## src/rtl/awc_pkg.sv

```systemverilog
// Shared types, constants and the arctangent table of the Ackermann wheel command unit.
package awc_pkg;

	localparam int ANGLE_FRAC_BITS_DEF = 12;
	localparam int CORDIC_STEPS_DEF    = 16;

	localparam int SPEED_W     = 16;
	localparam int STEER_W     = 14;
	localparam int RATE_W      = 24;
	localparam int ANG_W       = 14;
	localparam int CFG_W       = 16;
	localparam int LIM_W       = 13;
	localparam int CFG_IDX_W   = 3;
	localparam int IN_TDATA_W  = 32;
	localparam int OUT_TDATA_W = 56;

	localparam int ROT_W  = 34;   // sin/cos datapath, Q30 plus growth
	localparam int PROD_W = 52;   // 2*L*sin, 2*L*cos +- W*sin and vectoring datapath
	localparam int Z_W    = 33;   // angle accumulator, Q30
	localparam int REM_W  = 17;   // divider remainder, holds 2*radius

	localparam logic [CFG_IDX_W-1:0] REG_WHEEL_RADIUS = 3'd0;
	localparam logic [CFG_IDX_W-1:0] REG_WHEELBASE    = 3'd1;
	localparam logic [CFG_IDX_W-1:0] REG_TRACK_WIDTH  = 3'd2;
	localparam logic [CFG_IDX_W-1:0] REG_DEADBAND     = 3'd3;
	localparam logic [CFG_IDX_W-1:0] REG_LIMIT        = 3'd4;

	localparam logic signed [Z_W-1:0]   Q30_HALF_PI = 33'sd1686629713;
	localparam logic signed [ROT_W-1:0] GAIN_INV    = 34'sd652032874;

	localparam logic [RATE_W:0]          RATE_Q_MAX   = 25'd8388608;
	localparam logic signed [RATE_W-1:0] RATE_POS_MAX = 24'sh7FFFFF;
	localparam logic signed [RATE_W-1:0] RATE_NEG_MIN = 24'sh800000;

	typedef struct packed {
		logic neg;
		logic rz;   // wheel radius is zero
		logic sz;   // speed is zero
	} div_flags_t;

	typedef struct packed {
		logic neg;  // n/d is negative
		logic dz;   // divisor is zero
	} vec_flags_t;

	typedef struct packed {
		logic sneg; // steer to the right
		logic nz;   // steer survives deadband and limit
	} ang_side_t;

	typedef struct packed {
		logic [RATE_W:0] q;
		div_flags_t      fl;
	} div_res_t;

	typedef struct packed {
		logic signed [Z_W-1:0] zi;
		logic signed [Z_W-1:0] zo;
		vec_flags_t            ifl;
		vec_flags_t            ofl;
		ang_side_t             side;
	} ang_res_t;

	// atan(2^-i) in Q30
	function automatic logic signed [Z_W-1:0] atan_entry(input int i);
		case (i)
			0: return 33'sd843314857;
			1: return 33'sd497837829;
			2: return 33'sd263043836;
			3: return 33'sd133525158;
			4: return 33'sd67021686;
			5: return 33'sd33543515;
			6: return 33'sd16775850;
			7: return 33'sd8388437;
			8: return 33'sd4194282;
			9: return 33'sd2097149;
			10: return 33'sd1048575;
			11: return 33'sd524287;
			12: return 33'sd262143;
			13: return 33'sd131071;
			14: return 33'sd65535;
			15: return 33'sd32767;
			16: return 33'sd16383;
			17: return 33'sd8191;
			18: return 33'sd4095;
			19: return 33'sd2047;
			20: return 33'sd1023;
			21: return 33'sd511;
			22: return 33'sd255;
			23: return 33'sd127;
			default: return '0;
		endcase
	endfunction

endpackage

```

## src/rtl/awc_div_cell.sv

```systemverilog
// One restoring division step: brings in one dividend bit, makes one quotient bit.
module awc_div_cell #(
	parameter int DW = 29
) (
	input  logic                         clk,
	input  logic                         en,
	input  logic [awc_pkg::REM_W-1:0]    rem_in,
	input  logic [DW-1:0]                dvd_in,
	input  logic [DW-1:0]                quo_in,
	input  logic [awc_pkg::REM_W-1:0]    dvs_in,
	input  awc_pkg::div_flags_t          fl_in,
	output logic [awc_pkg::REM_W-1:0]    rem_s1,
	output logic [DW-1:0]                dvd_s1,
	output logic [DW-1:0]                quo_s1,
	output logic [awc_pkg::REM_W-1:0]    dvs_s1,
	output awc_pkg::div_flags_t          fl_s1
);
	import awc_pkg::*;

	logic [REM_W:0] trial;
	logic           fits;

	assign trial = {rem_in, dvd_in[DW-1]};
	assign fits  = trial >= {1'b0, dvs_in};

	always_ff @(posedge clk) begin
		if (en) begin
			rem_s1 <= fits ? REM_W'(trial - {1'b0, dvs_in}) : REM_W'(trial);
			dvd_s1 <= {dvd_in[DW-2:0], 1'b0};
			quo_s1 <= {quo_in[DW-2:0], fits};
			dvs_s1 <= dvs_in;
			fl_s1  <= fl_in;
		end
	end

endmodule

```

## config.mk

```make
export PLATFORM = sky130hd
export DESIGN_NAME = awc_div_cell
export DESIGN_NICKNAME = d
export VERILOG_FILES = /design/src/rtl/awc_pkg.sv /design/src/rtl/awc_div_cell.sv
export SDC_FILE = /design/constraint.sdc
export NUM_CORES = 1
export LEC_CHECK = 0
export BUFFER_PORTS_ARGS = -buffer_cell sky130_fd_sc_hd__buf_2
export CORE_ASPECT_RATIO = 1.2
export CORE_UTILIZATION = 30
export CTS_CLUSTER_DIAMETER = 120
export DETAILED_ROUTE_END_ITERATION = 10
export SLEW_MARGIN = 10
export SYNTH_ARGS = -nofsm -noshare
export SYNTH_HDL_FRONTEND = slang
export SYNTH_SLANG_ARGS = --single-unit
```

## constraint.sdc

```tcl
create_clock -name clk -period 7.5 [get_ports clk]
set_clock_uncertainty 0.1 [all_clocks]
set_input_delay 1.125 -clock clk [delete_from_list [all_inputs] [get_ports clk]]
set_output_delay 1.125 -clock clk [all_outputs]
set_load 0.01 [all_outputs]
```

; Yosys cells after proc, flatten, opt, wreduce, memory -nomap -nowiden
; Index checks and enable logic that the tools add are counted.
; Widths: inputs -> output; s select.
[classes]
n_mux = 1
addsub = 1
order_cmp = 1
[op_table]
columns = op, n
row1 = $ge 18x17->1, 1
row2 = $mux 17, 1
row3 = $sub 17x17->17, 1
[totals]
in_bits = 97
out_inout_bits = 95
regBits = 94

; Longest topological paths before layout
; Gate-level depths: netlist of run 1.
[logic_depth]
depth_word = 2
depth_mapped = 12
depth_no_buf = 11

; Worst setup path after synthesis of run 1
; OpenSTA, ideal clock, no wires.
[synth_path]
path_type = input to register
start = input dvd_in[28]
end = register rem_s1[10] in the netlist's numbering (data pin)
path_slack_ps = 4167
stages = 12
arrival_ps = 2973
n_path_buf = 1
required_time_ps = 7140
cell_sequence = inv_1 ha_1 inv_1 fa_1 a21oi_1 or3_4 a21oi_4 o21bai_4 and2_4 buf_12 inv_12 mux2_4
[synth_between]
elab_chain_cells = 2
[synth_lines]
columns = element, line_no
row1 = start: declaration, awc_div_cell.sv:8  ; input logic [DW-1:0] dvd_in,
row2 = $ge 18x17->1, awc_div_cell.sv:24  ; assign fits = trial >= {1'b0, dvs_in};
row3 = via fits, awc_div_cell.sv:21  ; logic fits;
row4 = $mux 17, awc_div_cell.sv:28  ; rem_s1 <= fits ? REM_W'(trial - {1'b0, dvs_in}) : REM_W'(trial);
row5 = end signal: assignment, awc_div_cell.sv:28
row6 = end: declaration, awc_div_cell.sv:12  ; output logic [awc_pkg::REM_W-1:0] rem_s1,
; The timed path passes the listed nets, and every way through them passes these cells.
; A chain may end at the register's enable or synchronous reset.

; Worst setup path after layout of run 1
[layout_path]
start = input dvd_in[28]
end = register rem_s1[8] in the netlist's numbering (data pin)
; The elaborated chain is that of the path after synthesis.

==> results of run 1 <==
[stage by stage]
| stage | cell area, um2 | total power, mW | utilization, % | hold slack, ns | std cells |
|---|---|---|---|---|---|
| final | 5470 | 1.36 | 42.6 | 0.862 | 616 |
| after global routing | 5470 | 1.42 | 42.6 | 0.839 | 616 |
| after CTS | 5470 | 1.38 | 42.6 | 0.844 | 616 |
| after detailed placement | 5150 | 0.882 | 40.1 | 1.20 | 600 |
| after global placement | 5150 | 0.879 | 40.1 | 1.20 | 600 |
| after floorplan | 4020 | 0.779 | - | 1.12 | 248 |
[cell usage after synthesis, drive strengths merged, types with 2 or more instances]
| cell type | n |
|---|---|
| a21oi | 15 |
| nand2b | 3 |
| a21boi | 3 |
| xnor2 | 8 |
| mux2 | 10 |
| edfxtp | 94 |
| buf | 2 |
| and2 | 4 |
| xor2 | 3 |
| nand2 | 9 |
| inv | 23 |
| o21a | 2 |
| a21o | 3 |
| nand3 | 8 |
| o21ai | 7 |
| ha | 17 |
| nor2 | 6 |
| o31ai | 4 |
| o21bai | 3 |
| nor3 | 4 |
| o2bb2ai | 2 |
[layout by cell type, fill, tap and decap left out, types with 2 or more instances in the layout]
cell and n:
mux2_4 10, o21bai_1 2, o2bb2ai_1 2, o21ai_0 7
and2_1 3, nand3_1 7, ha_1 17, nor3_1 4
xor2_1 3, nor2_1 6, nand2_1 9, inv_1 22
clkbuf_16 9, a21o_1 3, edfxtp_1 94, o21a_1 2
buf_4 2, xnor2_1 8, a21oi_1 13, buf_2 188
bufinv_16 2, a21boi_0 3, o31ai_2 3, nand2b_1 3
[layout make-up]
cell class                 instances  area (um2)
inverter                          23        98.8
timing repair buffer             190         956
sequential                        94        2820
fill                            1201        7370
tap                              164         205
multi-input combinational        129        1070
clock buffer                      10         229
clock inverter                     6        92.6
[flip-flops by register name (all words and copies together) (netlist names)]
name and cells:
dvd_s1 28, rem_s1 17, dvs_s1 17, quo_s1 29
fl_s1 3
[worst max path at each step]
stage                     startpoint                    to  slack [ns]
after floorplan           dvd_in[28]  rem_s1[10]$_DFFE_PP_        4.17
after detailed placement  dvd_in[28]   rem_s1[8]$_DFFE_PP_        3.79
after global placement    dvd_in[28]   rem_s1[6]$_DFFE_PP_        3.80
after CTS                 dvd_in[28]   rem_s1[8]$_DFFE_PP_        4.15
after global routing      dvd_in[28]   rem_s1[8]$_DFFE_PP_        4.03
final                     dvd_in[28]   rem_s1[8]$_DFFE_PP_        4.14
[metal layers]
layer  GRT usage (%)  vias to the layer above  part of all wire, %
li1                -                     1341                    -
met1            16.0                     1303                   40
met2            24.4                      130                   48
met3            5.22                       11                   11
met4            5.72                        0                  1.5
met5               0                        -                    0
[kinds of logic (layout without fill, tap and decap cells)]
group / count (synthesis) / in the layout / share of synthesized area (%)
DFF: 94 / 94 / 70.3
AOI/OAI and AO/OA: 47 / 47 / 8.79
and+or+nand+nor: 41 / 41 / 5.51
buffers and inverters: 25 / 229 / 3.15
adders and majority gates: 18 / 18 / 5.79
xor gates and xnor gates: 11 / 11 / 2.40
muxes: 11 / 11 / 3.99
other: 1 / 1 / 0.0934
[power by group through the flow]
stage	combinational (mW)	sequential (mW)	clock, mW
global placement	0.220	0.659	0
CTS	0.223	0.649	0.506
floorplan	0.0922	0.687	0
finish	0.219	0.648	0.488
global route	0.241	0.653	0.524
detailed placement	0.222	0.660	0
==> impl_metrics.toml, run 1 <==
[routing]
via_per_inst = 4.52
wl_per_cell_um = 16.1
wirelength_um = 9930
drcViolationCount = 0
dr.pass1.iters = 4
drtAntennaViolNets = 0
initialDrtViolationCount = 106
vias = 2785

[worst_setup_path]
setup.worst_path.start_class = "primary input"
cp_cell_sequence = "buf_2 > inv_1 > ha_1 > inv_1 > fa_1 > a21oi_1 > or3_4 > a21oi_4 > o21bai_4 > and2_4 > inv_12 > mux2_4"
crit_family = "adder cells"
cp_slowest_cell = "fa_1"
cp_slowest_stage_delay_ns = 0.40
cp-end-kind = "flop"
cp.depth = 12
critPathRequiredTime_ns = 7.49
arrival_ns = 3.34
critPathMostFrequentCell = "inv_1"
critPathKind = "primary input to flop"
crit_buf_inv = 4
crit_fanout = 10

[timing]
setup_viol_count_final = 0
finalMaxSlewViolations = 0
finalCriticalPeriod_ns = 3.36
tightest_slew_ns = 0.978
setup_tns_ns = 0
fmax_mhz = 298
layout_worst_path_cycle_share_pct = 44.8
rsz0062_at_grt = "no"
worst_slack_ns = 4.14
relSlewSlack_pct = 34.8
final-hold-violation-count = 0

[clocking]
postCtsHoldBufs = 0
clk_pin_slew_ns = 0.07
cts_buffers = 9
clock_path_buffers = 2
cts-root-buf = "clkbuf_16"
cts.sinks = 94
htree_levels = 3
cts_tree = "done"
postCtsSetupBuffers = 0
ctsResizeCount = 0

[floorplan]
die-area_mm2 = 0.0139
fp.dieH_um = 129
fp-row-count = 45
start_util_pct = 31.3
io_pins = 192
core_area_mm2 = 0.0128
die_x_um = 108

[grt]
grt_overflow_total = 0
grt_pass1_wl_um = 14400
antenna_found_initial = 0
first_global_vias = 2740
grt_max_degree = 76
grtUsageTotal_pct = 14.2

[synthesis]
async_flop_share_pct = 0
synth_warnings = 0
synth_edf_count = 94
synth-seq-cells = 94
yosysSeqAreaShare_pct = 70.3
ys.flop_type = "edfxtp_1"
synth.area.top_cells = "edfxtp_1 70%, ha_1 5.3%, mux2_4 3.7%"
ys_types = 47
synth_top_area_share_pct = 70.3
syn_area_per_cell_um2 = 16.2
synth_area_leader_cell = "edfxtp_1"
syn_inst = 248
synth_fp_nets = 363
synth.cell_area_mm2 = 0.00402

[outcome]
status = "finished clean"

[run]
drv_cap = 0

[power]
power_switching_mw = 0.323
pwr-share-clk_pct = 36.0
seqPwrFrac_pct = 47.8
internal_power_mw = 1.03
p_sw_share_pct = 23.9
p_per_area_mw_per_mm2 = 248
ir_drop_v = 0.000103
combPwrFrac_pct = 16.2
p_leak_nw = 2.40

[min_path]
hold_class = "primary input to flop"
hold_path_end = "quo_s1[20]$_DFFE_PP_"
min_from = "quo_in[19]"
hold_depth = 1

[cells_and_area]
syn_to_final_growth_pct = 36.2
drive_above_1_share_pct = 50.2
nNetsFinal = 562
diodes = 0

[placement]
post-place-ws_ns = 3.79
portBuffers = 189
gp_congestion = 0.802
hpwl_um = 7720
(Power assumes the default switching activity.)
==> run 2: changes to the inputs <==
==> constraint.sdc (replaced) <==
create_clock -name clk -period 3.5 [get_ports clk]
set_clock_uncertainty 0.1 [all_clocks]
set_input_delay 0.525 -clock clk [delete_from_list [all_inputs] [get_ports clk]]
set_output_delay 0.525 -clock clk [all_outputs]
set_load 0.01 [all_outputs]
==> impl_metrics.toml, run 2 (same netlist as run 1, synthesis figures left out) <==
[clocking]
htree_levels = 3
clock_path_buffers = 2
postCtsSetupBuffers = 0
cts_buffers = 9
clk_pin_slew_ns = 0.07
ctsResizeCount = 0
cts_tree = "done"
postCtsHoldBufs = 0
cts.sinks = 94
cts-root-buf = "clkbuf_16"

[cells_and_area]
nNetsFinal = 562
reg.largest.list = "quo_s1: 29 flops, dvd_s1: 28 flops"
largest-register = "quo_s1"
multiInputGateArea_mm2 = 0.00107
fillers = 1184
layout_common_cells = "188 x buf_2, 94 x edfxtp_1, 22 x inv_1"
largest_reg_flops = 29
syn_to_final_growth_pct = 36.4
diodes = 0
register_area_mm2 = 0.00282
drive_above_1_share_pct = 50.3
final_common_cell = "buf_2"

[timing]
rsz0062_at_grt = "no"
tightest_slew_ns = 0.507
finalCriticalPeriod_ns = 2.72
hold_slack_ns = 0.258
final-hold-violation-count = 0
finalMaxSlewViolations = 0
setup_tns_ns = 0
layout_worst_path_cycle_share_pct = 77.6
relSlewSlack_pct = 66.2
setup_viol_count_final = 0
fmax_mhz = 368

[grt]
grt_overflow_total = 0
grt_pass1_wl_um = 14400
grt_max_degree = 95
antenna_found_initial = 0
first_global_vias = 2673
grtUsageTotal_pct = 14.3

[worst_setup_path]
critPathKind = "primary input to flop"
setup.worst_path.start_class = "primary input"
crit_fanout = 10
cp-end-kind = "flop"
critPathRequiredTime_ns = 3.49
crit_end = "rem_s1[8]$_DFFE_PP_"
arrival_ns = 2.70
crit_path_start = "dvd_in[28]"

[routing]
wl_per_cell_um = 16.4
via_per_inst = 4.53
wirelength_um = 10100
drcViolationCount = 0
vias = 2789
initialDrtViolationCount = 102
dr.pass1.iters = 4
drtAntennaViolNets = 0

[outcome]
status = "finished clean"

[placement]
portBuffers = 189
gp_congestion = 0.843
hpwl_um = 7690

[power]
ir_drop_v = 0.000283
p_per_area_mw_per_mm2 = 531
p_leak_nw = 2.40

[floorplan]
die-area_mm2 = 0.0139
fp-row-count = 45
io_pins = 192
die_x_um = 108
fp.dieH_um = 129
core_area_mm2 = 0.0128
start_util_pct = 31.3

[run]
drv_cap = 0

[min_path]
hold_class = "primary input to flop"
## run 2: cell count changes in the layout (fill, tap and decap cells not counted)
cell,change
clkinv_2,-1
buf_4,-1
buf_12,+1
clkinvlp_4,+1
inv_8,-1
inv_6,+1
clkbuf_1,-1
## run 2: stage by stage
step | worst slack [ns] | utilization, % | instances | power (mW) | cell area, um2
final | 0.784 | 42.7 | 615 | 2.91 | 5480
after global routing | 0.634 | 42.7 | 615 | 3.04 | 5480
after CTS | 0.776 | 42.7 | 615 | 2.96 | 5480
after detailed placement | 0.424 | 40.2 | 600 | 1.89 | 5160
after global placement | 0.440 | 40.2 | 600 | 1.88 | 5160
after floorplan | 0.767 | - | 248 | 1.67 | 4020
## run 2: how the worst min path moves through the flow
stage,endpoint,startpoint,slack (ns),cells after the start
floorplan,dvd_s1[10]$_DFFE_PP_,dvd_in[9],0.52,0
global placement,quo_s1[16]$_DFFE_PP_,quo_in[15],0.60,1
detailed placement,quo_s1[25]$_DFFE_PP_,quo_in[24],0.60,1
CTS,quo_s1[15]$_DFFE_PP_,quo_in[14],0.24,1
global route,quo_s1[15]$_DFFE_PP_,quo_in[14],0.24,1
finish,quo_s1[15]$_DFFE_PP_,quo_in[14],0.26,1
## run 2: per-layer routing
| metal | global-route usage [%] | up-vias | routed length [um] |
|---|---|---|---|
| li1 | - | 1341 | - |
| met1 | 16.0 | 1304 | 3870 |
| met2 | 24.5 | 131 | 4950 |
| met3 | 5.47 | 13 | 1090 |
| met4 | 5.40 | 0 | 165 |
| met5 | 0 | - | 0 |
## run 2: final cells by class
cell class,instances,share of cell area [%]
Clock buffer,9,4.11
Clock inverter,6,1.69
Inverter,23,1.80
Multi-Input combinational cell,129,19.5
Sequential cell,94,51.5
Tap cell,164,3.74
Timing Repair Buffer,190,17.7
## run 2: critical path, stage by stage
cell and delay [ns]:
buf_2 0.11, inv_1 0.05, ha_1 0.15, inv_1 0.05, fa_1 0.40, a21oi_1 0.26, or3_4 0.19, a21oi_4 0.06
o21bai_4 0.22, and2_4 0.32, inv_12 0.08, mux2_4 0.31
## run 2: power breakdown
| group | total (mW) | internal, mW | leakage, nW | switching [mW] |
|---|---|---|---|---|
| Combinational | 0.472 | 0.217 | 1.33 | 0.255 |
| Clock | 1.05 | 0.627 | 0.149 | 0.421 |
| Sequential | 1.39 | 1.36 | 0.920 | 0.0265 |
