$ cat src/rtl/awc_pkg.sv
// Shared types, constants and the arctangent table of the Ackermann wheel command unit.
package awc_pkg;

	localparam int ANGLE_FRAC_BITS_DEF = 12;
	localparam int CORDIC_STEPS_DEF    = 16;

	localparam int SPEED_W     = 16;
	localparam int STEER_W     = 14;
	localparam int RATE_W      = 24;
	localparam int ANG_W       = 14;
	localparam int CFG_W       = 16;
	localparam int LIM_W       = 13;
	localparam int CFG_IDX_W   = 3;
	localparam int IN_TDATA_W  = 32;
	localparam int OUT_TDATA_W = 56;

	localparam int ROT_W  = 34;   // sin/cos datapath, Q30 plus growth
	localparam int PROD_W = 52;   // 2*L*sin, 2*L*cos +- W*sin and vectoring datapath
	localparam int Z_W    = 33;   // angle accumulator, Q30
	localparam int REM_W  = 17;   // divider remainder, holds 2*radius

	localparam logic [CFG_IDX_W-1:0] REG_WHEEL_RADIUS = 3'd0;
	localparam logic [CFG_IDX_W-1:0] REG_WHEELBASE    = 3'd1;
	localparam logic [CFG_IDX_W-1:0] REG_TRACK_WIDTH  = 3'd2;
	localparam logic [CFG_IDX_W-1:0] REG_DEADBAND     = 3'd3;
	localparam logic [CFG_IDX_W-1:0] REG_LIMIT        = 3'd4;

	localparam logic signed [Z_W-1:0]   Q30_HALF_PI = 33'sd1686629713;
	localparam logic signed [ROT_W-1:0] GAIN_INV    = 34'sd652032874;

	localparam logic [RATE_W:0]          RATE_Q_MAX   = 25'd8388608;
	localparam logic signed [RATE_W-1:0] RATE_POS_MAX = 24'sh7FFFFF;
	localparam logic signed [RATE_W-1:0] RATE_NEG_MIN = 24'sh800000;

	typedef struct packed {
		logic neg;
		logic rz;   // wheel radius is zero
		logic sz;   // speed is zero
	} div_flags_t;

	typedef struct packed {
		logic neg;  // n/d is negative
		logic dz;   // divisor is zero
	} vec_flags_t;

	typedef struct packed {
		logic sneg; // steer to the right
		logic nz;   // steer survives deadband and limit
	} ang_side_t;

	typedef struct packed {
		logic [RATE_W:0] q;
		div_flags_t      fl;
	} div_res_t;

	typedef struct packed {
		logic signed [Z_W-1:0] zi;
		logic signed [Z_W-1:0] zo;
		vec_flags_t            ifl;
		vec_flags_t            ofl;
		ang_side_t             side;
	} ang_res_t;

	// atan(2^-i) in Q30
	function automatic logic signed [Z_W-1:0] atan_entry(input int i);
		case (i)
			0: return 33'sd843314857;
			1: return 33'sd497837829;
			2: return 33'sd263043836;
			3: return 33'sd133525158;
			4: return 33'sd67021686;
			5: return 33'sd33543515;
			6: return 33'sd16775850;
			7: return 33'sd8388437;
			8: return 33'sd4194282;
			9: return 33'sd2097149;
			10: return 33'sd1048575;
			11: return 33'sd524287;
			12: return 33'sd262143;
			13: return 33'sd131071;
			14: return 33'sd65535;
			15: return 33'sd32767;
			16: return 33'sd16383;
			17: return 33'sd8191;
			18: return 33'sd4095;
			19: return 33'sd2047;
			20: return 33'sd1023;
			21: return 33'sd511;
			22: return 33'sd255;
			23: return 33'sd127;
			default: return '0;
		endcase
	endfunction

endpackage

$ cat src/rtl/awc_rot_cell.sv
// One rotation CORDIC step of the sin/cos chain.
module awc_rot_cell #(
	parameter int STEP = 0
) (
	input  logic                              clk,
	input  logic                              en,
	input  logic signed [awc_pkg::ROT_W-1:0]  x_in,
	input  logic signed [awc_pkg::ROT_W-1:0]  y_in,
	input  logic signed [awc_pkg::Z_W-1:0]    z_in,
	output logic signed [awc_pkg::ROT_W-1:0]  x_s1,
	output logic signed [awc_pkg::ROT_W-1:0]  y_s1,
	output logic signed [awc_pkg::Z_W-1:0]    z_s1
);
	import awc_pkg::*;

	logic signed [ROT_W-1:0] xs, ys;
	logic signed [Z_W-1:0]   at;

	assign xs = x_in >>> STEP;
	assign ys = y_in >>> STEP;
	assign at = atan_entry(STEP);

	always_ff @(posedge clk) begin
		if (en) begin
			if (!z_in[Z_W-1]) begin
				x_s1 <= x_in - ys;
				y_s1 <= y_in + xs;
				z_s1 <= z_in - at;
			end else begin
				x_s1 <= x_in + ys;
				y_s1 <= y_in - xs;
				z_s1 <= z_in + at;
			end
		end
	end

endmodule

$ cat config.mk
export PLATFORM = sky130hd
export DESIGN_NAME = awc_rot_cell
export DESIGN_NICKNAME = d
export VERILOG_FILES = /design/src/rtl/awc_pkg.sv /design/src/rtl/awc_rot_cell.sv
export SDC_FILE = /design/constraint.sdc
export NUM_CORES = 1
export LEC_CHECK = 0
export BUFFER_PORTS_ARGS = -buffer_cell sky130_fd_sc_hd__buf_2
export CAP_MARGIN = 20
export CORE_ASPECT_RATIO = 0.75
export CORE_MARGIN = 4
export CORE_UTILIZATION = 62
export CTS_CLUSTER_SIZE = 20
export DETAILED_ROUTE_END_ITERATION = 7
export GPL_TIMING_DRIVEN = 0
export HOLD_SLACK_MARGIN = 0.12
export PLACE_DENSITY = 0.88
export SYNTH_ARGS = -nofsm -noshare
export SYNTH_HDL_FRONTEND = slang
export SYNTH_SLANG_ARGS = --single-unit
$ cat constraint.sdc
create_clock -name clk -period 6.7 [get_ports clk]
set_input_delay 0.67 -clock clk [delete_from_list [all_inputs] [get_ports clk]]
set_output_delay 0.67 -clock clk [all_outputs]
set_load 0.03 [all_outputs]
# Word level (Yosys, flattened, before mapping)
# Index checks and enable logic that the tools add are counted.
# totals
ff_bits	101
latch_bits	0
ram_bits	0
mem_bits_ro	0
in_bits	103
output_inout_bits	101
elab_cells	11
n_memories	0
# op_classes
add_sub_neg	5
mul	0
n_div	0
n_lt_le_gt_ge	0
n_eq_ne	0
n_shift	0
mux	3
n_bitwise	0
reduce_logical	0
# ops
op	count
$mux 34	2
$sub 34x34->34	2
$add 34x34->34	1
$add 33x31->33 const B	1
$mux 33	1
$sub 33x31->33 const B	1

# Depth between registers and ports, before layout
# Gate-level depths: netlist (run 1).
# depth
depth_word	2
mapped_depth	13
ltp_nobuf	12

# Worst setup path before layout (run 1)
# Ideal clock, no wire load.
# synth_timing
kind	input to register
start	input port z_in[32] (netlist bit)
end	register z_s1[26] (netlist bit) (data pin)
setup_ns	0.267
arrival_time_ns	3.624
required_ns	6.433
setup_slack_ns	2.808
stages	12
n_path_buf	2
cell_sequence	inv_1 -> clkbuf_1 -> buf_1 -> ha_1 -> o21a_1 -> o221a_2 -> a21o_1 -> or4_1 -> and3_1 -> nor2_2 -> o21bai_1 -> xor2_1
# synth_via
elab_chain_len	1
# synth_lines
item	line_no	rtl
start, declared	awc_rot_cell.sv:9	input logic signed [awc_pkg::Z_W-1:0] z_in,
$mux 33	awc_rot_cell.sv:25	if (!z_in[Z_W-1]) begin
end signal, assigned	awc_rot_cell.sv:28	z_s1 <= z_in - at;
end signal, assigned	awc_rot_cell.sv:32	z_s1 <= z_in + at;
end, declared	awc_rot_cell.sv:12	output logic signed [awc_pkg::Z_W-1:0] z_s1
# No other way between the ends.
# A chain may end at the register's enable or synchronous reset.

# Worst setup path in the final report (run 1)
# Ends and elaborated chain as after synthesis.

==> results.md, run 1 <==
Setup path:
- The data arrival time of the critical path is 4.47 ns.
- The cell family contributing the most delay on the critical path is buffers and inverters.
- The critical path start-end classification is input pin to flip-flop.
- The slowest cell on the critical path is sky130_fd_sc_hd__buf_1.
- STA classifies the critical path startpoint as an input pin.
- The critical path goes through buf_2 > inv_1 > clkbuf_1 > buf_1 > buf_8 > ha_1 > o211ai_1 > a21oi_1 > o221a_2 > a21o_1 > or4_1 > and3_1 > nor2_2 > o21bai_1 > xor2_1.
- STA classifies the critical path endpoint as a flip-flop.
- The delay of the slowest cell on the worst path is 0.49 ns.
- The critical-path maximum fanout is 21.
- The count of buffering cells on the critical path with inverters included is 5.
- For the worst setup path, the data required time is 6.79 ns.

Yosys:
- The number of nets produced by synthesis is 1457.
- The synthesized netlist occupies a cell area of 0.0105 mm2.
- The most frequently used flop master after synthesis is sky130_fd_sc_hd__edfxtp_1.
- Of all flip-flops after synthesis, the portion carrying an async set or reset was 0%.
- The number of standard cells after synthesis is 1220.
- Synthesis instantiated 81 different standard cells from the library.
- The share of synthesized area occupied by flip-flops and latches is 28.6%.
- Yosys mapped a number of flops with a built-in enable equal to 100.
- During synthesis, Yosys emitted a total of 0 warnings.
- Counting flops and latches in the post-synthesis netlist gives 100.
- The mean cell area of the mapped netlist is 8.60 um2.

Timing:
- In the final timing run, aggregate negative setup slack is 0 ns.
- The tightest slew margin relative to the limit is 36.5%.
- The number of hold violations in the final report came to 0.
- Setup repair after global routing left no endpoint under its margin.
- The final critical-path share of the clock period is 65.4%.
- At the pin with the least slew margin, the transition time is 0.952 ns.
- The maximum operating frequency is 0.228 GHz.
- The number of max-slew violations in the final report came to 0.
- Setup violations remaining at the end of the flow were counted as 0.
- The post-layout minimum cycle time is 4.38 ns.

Global routing:
- The initial antenna violation count came to 0.
- The residual overflow from global routing is 0.
- The global-route usage over all layers is 35.2%.
- The first-pass GRT wire length is 52.9 mm.
- The via count of the first global-routing pass was 9690.
- The largest net degree at the start of global routing is 58.

Pwr:
- The final total power is 2.56 mW.
- The power density over the cells is 212 mW/mm2.
- For this design the static power due to leakage is 5.44 nW.
- The worst-case IR drop observed on VDD is 0.132 mV.

Routing:
- The average detailed-routed wire length per instance is 21.3 um.
- The final route contains 10600 vias.
- The number of vias per cell after detailed routing is 6.44.
- The remaining antenna violation count is 0.
- For this block, the routed nets add up to 35.1 mm of wire.
- In the routed design, unresolved DRC markers number 0.
- The first-iteration detailed-routing DRC count is 1618.
- The detailed-routing iteration count for the pre-antenna-repair pass is 6.

CTS:
- The H-tree was split into 3 levels.
- The clock-pin slew reported for the worst setup and hold paths after clock tree synthesis is 0.07 ns.
- Buffers inserted to repair hold after CTS numbered 0.
- The clock tree buffer depth is 2.
- In this run, post-CTS repair resized a total of 0 instances.
- The number of setup buffers added after CTS is 0.
- Counting every sink on the clock net gives 100.
- The number of buffers added by the clock tree synthesis step is 9.
- The tree is rooted in a sky130_fd_sc_hd__clkbuf_16.
- TritonCTS built the clock tree.

Placement:
- Detailed placement finished with a half-perimeter wire length of 28.3 mm.
- Routability-driven placement finished with a final weighted congestion of 1.07.
- The count of input and output buffers is 203.

Floorplanning:
- The floorplan step defined a die boundary enclosing 0.0191 mm2.
- The overall die width is 158 um.
- The number of placed I/O pins is 204.
- The initial utilization of the core area, before any placement, comes to 64.3%.
- Measured along the y axis, the die boundary spans 121 um.
- The total area inside the core boundary comes to 0.0163 mm2.
- In this run the core area contains 40 standard-cell rows.

Layout:
- Compared with the post-synthesis result, the final layout area differs by 15.2%.
- The number of antenna diodes in the final layout is 0.
- Of the cells placed in the final design, the portion with a size suffix greater than 1 is 19.3%.
- In the layout the commonest cells are 217 x sky130_fd_sc_hd__buf_2, 134 x sky130_fd_sc_hd__a21oi_1, 130 x sky130_fd_sc_hd__ha_1.
- The most common cell after layout, fill and taps aside is sky130_fd_sc_hd__buf_2.
- The net total in the final layout is 1673.
- The filler cell count in the final layout is 1293.

Worst hold path:
- The kind of path behind the tightest hold check is input pin to flip-flop.

Outcome:
- The run finished with clean final reports.

Run:
- Max-cap violations in this run came to 0.
[power breakdown]
group / total (mW) / switching, mW / internal (mW)
sequential: 0.869 / 0.0369 / 0.832
clock: 0.502 / 0.248 / 0.255
combinational: 1.19 / 0.799 / 0.389
[metrics by stage]
| stage | hold slack (ns) | area [um2] | util [%] | worst slack, ns | cells |
|---|---|---|---|---|---|
| 6_report | 0.672 | 12100 | 74.1 | 2.32 | 1650 |
| 5_1_grt | 0.693 | 12100 | 74.1 | 2.17 | 1650 |
| 4_1_cts | 0.666 | 12100 | 74.1 | 2.44 | 1650 |
| 3_5_place_dp | 1.04 | 11800 | 72.4 | 2.09 | 1635 |
| 3_3_place_gp | 1.00 | 11800 | 72.2 | 1.58 | 1633 |
| 2_1_floorplan | 0.782 | 10500 | - | 2.81 | 1220 |
[per-layer routing]
layer | wire length (um) | share of wire, % | global-route usage (%)
met1 | 14600 | 42 | 52.9
met2 | 14100 | 40 | 49.1
met3 | 5530 | 16 | 9.84
met4 | 920 | 2.6 | 9.86
met5 | 0 | 0 | 0
[final timing paths]
check / from / endpoint / cells past startpoint
min: z_in[0] / z_s1[0] / 2
max: z_in[32] / z_s1[26] / 15
[area by class of cell]
| cell class | count | area [um2] | share of cell area, % |
|---|---|---|---|
| buffer | 49 | 221 | 1.83 |
| clock buffer | 9 | 225 | 1.86 |
| clock inverter | 6 | 48.8 | 0.404 |
| inverter | 104 | 390 | 3.23 |
| multi-input combinational | 967 | 6880 | 56.9 |
| sequential | 100 | 3000 | 24.8 |
| tap | 210 | 263 | 2.17 |
| timing repair buffer | 205 | 1050 | 8.72 |
[sequential cells by signal, indices dropped and copies added, names as in the netlist]
register and cells:
y_s1 33, x_s1 34, z_s1 33
[cells in the mapped netlist (6+ instances only)]
| library cell | n | area share, % |
|---|---|---|
| sky130_fd_sc_hd__nor4_1 | 8 | 0.48 |
| sky130_fd_sc_hd__xnor2_1 | 74 | 6.2 |
| sky130_fd_sc_hd__nor2_1 | 99 | 3.5 |
| sky130_fd_sc_hd__edfxtp_1 | 100 | 29 |
| sky130_fd_sc_hd__nor3_1 | 24 | 1.1 |
| sky130_fd_sc_hd__a21oi_1 | 134 | 6.4 |
| sky130_fd_sc_hd__a31oi_1 | 13 | 0.78 |
| sky130_fd_sc_hd__or3_1 | 7 | 0.42 |
| sky130_fd_sc_hd__o21ai_0 | 77 | 3.7 |
| sky130_fd_sc_hd__o21a_1 | 18 | 1.3 |
| sky130_fd_sc_hd__o31ai_1 | 7 | 0.50 |
| sky130_fd_sc_hd__and2_1 | 10 | 0.60 |
| sky130_fd_sc_hd__nand4_1 | 9 | 0.54 |
| sky130_fd_sc_hd__nand3_1 | 23 | 1.1 |
| sky130_fd_sc_hd__nand2_1 | 69 | 2.5 |
| sky130_fd_sc_hd__o211ai_1 | 11 | 0.79 |
| sky130_fd_sc_hd__nor2b_1 | 18 | 1.1 |
| sky130_fd_sc_hd__inv_1 | 102 | 3.6 |
| sky130_fd_sc_hd__o21bai_1 | 15 | 1.1 |
| sky130_fd_sc_hd__nand2b_1 | 15 | 0.89 |
| sky130_fd_sc_hd__buf_1 | 11 | 0.39 |
| sky130_fd_sc_hd__clkbuf_1 | 19 | 0.68 |
| sky130_fd_sc_hd__a211oi_1 | 16 | 1.1 |
| sky130_fd_sc_hd__mux2i_1 | 13 | 1.2 |
| sky130_fd_sc_hd__and3_1 | 10 | 0.60 |
| sky130_fd_sc_hd__a21boi_0 | 6 | 0.43 |
| sky130_fd_sc_hd__o21ai_1 | 14 | 0.67 |
| sky130_fd_sc_hd__buf_2 | 15 | 0.72 |
| sky130_fd_sc_hd__a21o_1 | 37 | 2.6 |
| sky130_fd_sc_hd__xor2_1 | 16 | 1.3 |
| sky130_fd_sc_hd__ha_1 | 130 | 16 |
[cells by family (layout without fill, tap and decap cells)]
kind of cell	count (synthesis)	count (layout)	share of synthesized area (%)
mux	13	13	1.24
flops	100	100	28.6
xor+xnor	90	90	7.51
fa+ha+maj	134	134	16.3
buf+inv	153	373	5.83
compound gates	410	410	25.4
simple gates	320	320	15.1
Power figures use the tool's default switching activity.
==> run 2: changes to the inputs <==
- CORE_UTILIZATION: 62 -> 52
- PLACE_DENSITY: 0.88 -> 0.79
- clock period: 6.7 -> 3.8 ns (I/O delays scaled with it)
==> run 2 against run 1 <==
Compared with the run above: critical path depth is 1 lower; worst setup slack got worse by 2.1 ns; first-iteration DRC count decreased by 5.9%; total power up 80%; cell count rose by 2.8%; non-clock buffer count rose by 3; global-route usage fell by 4.7 points; sequential power up 75%; sequential share of layout area fell by 0.28 points; design area increased by 1.1%; clock power increased by 98%; highest routed layer unchanged.
==> results.md, run 2 (synthesis results as in run 1) <==
Routing:
- The first-iteration detailed-routing DRC count is 1523.
- The first detailed-routing pass took 7 iterations.
- In the final routed layout, each cell accounts on average for 21.1 um.
- Once detail routing completed, the nets flagged for antenna violations numbered 0.
- The via count is 10400.
- The number of design rule violations left after detail routing is 0.
- After detailed routing, the number of vias per cell comes to 6.11.
- The wire length reported by the detailed router is 35.8 mm.

Timing:
- Setup slack on the critical path of the routed design comes to 0.220 ns.
- The tightest slew margin relative to the limit is 33.1%.
- The number of max-slew violations in the final report came to 0.
- Static timing analysis puts the maximum clock frequency at 0.279 GHz.
- The number of setup violations in the final report is 0.
- Setup repair after global routing left no endpoint under its margin.
- The post-layout minimum cycle time is 3.58 ns.
- The final-layout worst hold slack is 0.350 ns.
- The pin slew with the least headroom to its limit is 1.00 ns.
- In the finished design, the share of the clock period the worst path needs comes to 94.2%.
- The number of hold violations in the final report is 0.

Placement:
- The pre-CTS worst setup slack is -0.682 ns.
- The count of buffers added on input and output ports is 203.
- Routability-driven placement finished with a final weighted congestion of 1.01.
- In this run, placement finished with an instance count of 1678.
- The total half-perimeter wirelength after legalization and detailed placement is 28.9 mm.

Floorplanning:
- The floorplan has 44 rows.
- The number of placed I/O pins is 204.
- The area of the core is 0.0196 mm2.
- The initial utilization of the core area, before any placement, comes to 53.5%.
- The die covers 0.0225 mm2.
- The floorplan step set the die height to 131 um.
- The die is 172 um wide.

CTS:
- TritonCTS built the clock tree.
- Clock tree synthesis selected as its root buffer the cell sky130_fd_sc_hd__clkbuf_16.
- The H-tree level count is 3.
- Hold repair after CTS inserted 0 buffers.
- The clock net in this run drives a total of 100 sinks.
- The number of buffers added by the clock tree synthesis step is 9.
- The clock-pin slew reported for the worst setup and hold paths after clock tree synthesis is 0.08 ns.
- The clock passes through at most 2 buffers.

Layout:
- The number of diodes added for antenna fixing is 0.
- The filler cells instantiated in the layout total 1721.
- The post-route netlist has 19.8% of its cells at a drive strength greater than 1.
- The final non-filler cell total is 1697.
- The register area is 0.00300 mm2.
- The most common cell after layout, fill and taps aside is sky130_fd_sc_hd__buf_2.
- Ranked by flip-flop count, first place goes to x_s1.
- The register with the most flip-flops in the layout has 34 of them.
- The net total in the final layout is 1676.
- The area used by multi-input combinational logic is 0.00689 mm2.
- The largest registers in the layout are x_s1 (34), y_s1 (33), z_s1 (33).
- In the layout the commonest cells are 217 x sky130_fd_sc_hd__buf_2, 134 x sky130_fd_sc_hd__a21oi_1, 130 x sky130_fd_sc_hd__ha_1.
- The area growth from synthesis to layout is 16.5%.

Setup path:
- The critical path goes through buf_4 > clkinvlp_4 > buf_2 > buf_8 > ha_1 > a211oi_1 > nor4b_1 > nor3_2 > a21oi_1 > a31o_2 > a21oi_2 > o22ai_2 > a221oi_2 > xnor2_1.
- On the worst path, the slowest cell contributes a delay of 0.37 ns.
- STA classifies the critical path startpoint as an input pin.
- STA classifies the critical path endpoint as a flip-flop.
- In this run the worst path has a maximum fanout of 21.
- The worst setup path is of the input pin to flip-flop kind.
- The slowest stage of the critical path is the sky130_fd_sc_hd__a211oi_1 cell.
- The required time of the critical path is 3.92 ns.
- Data on the critical path arrives at its endpoint at 3.70 ns.

Worst hold path:
- The tightest min-delay check is of the input pin to flip-flop type.

Global routing:
- Across every metal layer, demand over resource in global routing totals 30.5%.
- The first global-routing pass estimated 52.9 mm of wire.
- The via count of the first global-routing pass was 9347.
- Entering global routing, the biggest net connects 71 pins.
- The initial antenna violation count came to 0.
- The total overflow left after global routing is 0.

Outcome:
- The run finished with clean final reports.

Pwr:
- The leakage power figure is 5.49 nW.
- VDD sags by at most 0.224 mV.
- The power density over the cells is 377 mW/mm2.

Run:
- Max-cap violations in this run came to 0.
[run 2: cell types whose count changed in the layout (fill, tap and decap cells not counted)]
cell                        previous run  this run
sky130_fd_sc_hd__clkbuf_1             19        18
sky130_fd_sc_hd__buf_12                1         0
sky130_fd_sc_hd__buf_4                 4         9
sky130_fd_sc_hd__clkinv_8              0         1
sky130_fd_sc_hd__o22ai_1               3         2
sky130_fd_sc_hd__bufinv_16             0         1
sky130_fd_sc_hd__clkinv_2              0         1
sky130_fd_sc_hd__clkinv_4              1         0
sky130_fd_sc_hd__o22ai_2               0         1
sky130_fd_sc_hd__inv_1               102       101
sky130_fd_sc_hd__buf_1                11        10
sky130_fd_sc_hd__buf_16                0         1
[run 2: through the flow]
stage | instance area [um2] | utilization, % | TNS [ns] | power, mW
2_1_floorplan | 10500 | - | 0 | 2.93
3_5_place_dp | 11900 | 60.6 | -6.31 | 3.58
6_report | 12200 | 62.4 | 0 | 4.61
4_1_cts | 12200 | 62.1 | 0 | 4.57
5_1_grt | 12200 | 62.4 | 0 | 4.82
3_3_place_gp | 11800 | 60.3 | -16.92 | 3.55
[run 2: final timing paths]
check	start	end	slack, ns	depth (start not counted)
hold / removal	z_in[0]	z_s1[0]	0.35	2
setup / recovery	z_in[32]	z_s1[31]	0.22	14
[run 2: final cells by class]
| class | count | area share, % |
|---|---|---|
| repair buffers | 209 | 8.95 |
| multi-input cells | 967 | 56.3 |
| flip-flops and latches | 100 | 24.6 |
| plain buffers | 48 | 1.79 |
| well taps | 253 | 2.59 |
| clock inverters | 7 | 0.686 |
| clock buffers | 9 | 1.84 |
| inverters | 104 | 3.23 |
[run 2: routing by layer]
| layer | global-route usage, % | wire, um | vias to the layer above |
|---|---|---|---|
| met1 | 45.9 | 16100 | 4835 |
| met2 | 41.9 | 13900 | 640 |
| met3 | 11.3 | 5340 | 46 |
| met4 | 5.78 | 514 | 0 |
| met5 | 0 | 0 | - |
| li1 | - | - | 4854 |
[run 2: report_power, final]
| part | switching, mW | internal, mW | leakage, nW |
|---|---|---|---|
| logic | 1.41 | 0.690 | 4.35 |
| registers | 0.0519 | 1.47 | 0.979 |
| clock network | 0.472 | 0.524 | 0.153 |
| total | 1.93 | 2.68 | 5.49 |
[run 2: what timing repair did]
action                                  4_1_cts  5_1_grt
endpoints found under the setup margin        8        2
gates resized for setup                       2        2
setup buffers                                 0        4
endpoints found under the hold margin         0        0
[run 2: critical path, delay by kind of cell]
kind            cells  cell delay [ns]
buf+inv             4             1.03
fa+ha+maj           1             0.30
xor+xnor            1             0.09
simple gates        2             0.41
compound gates      6             1.46
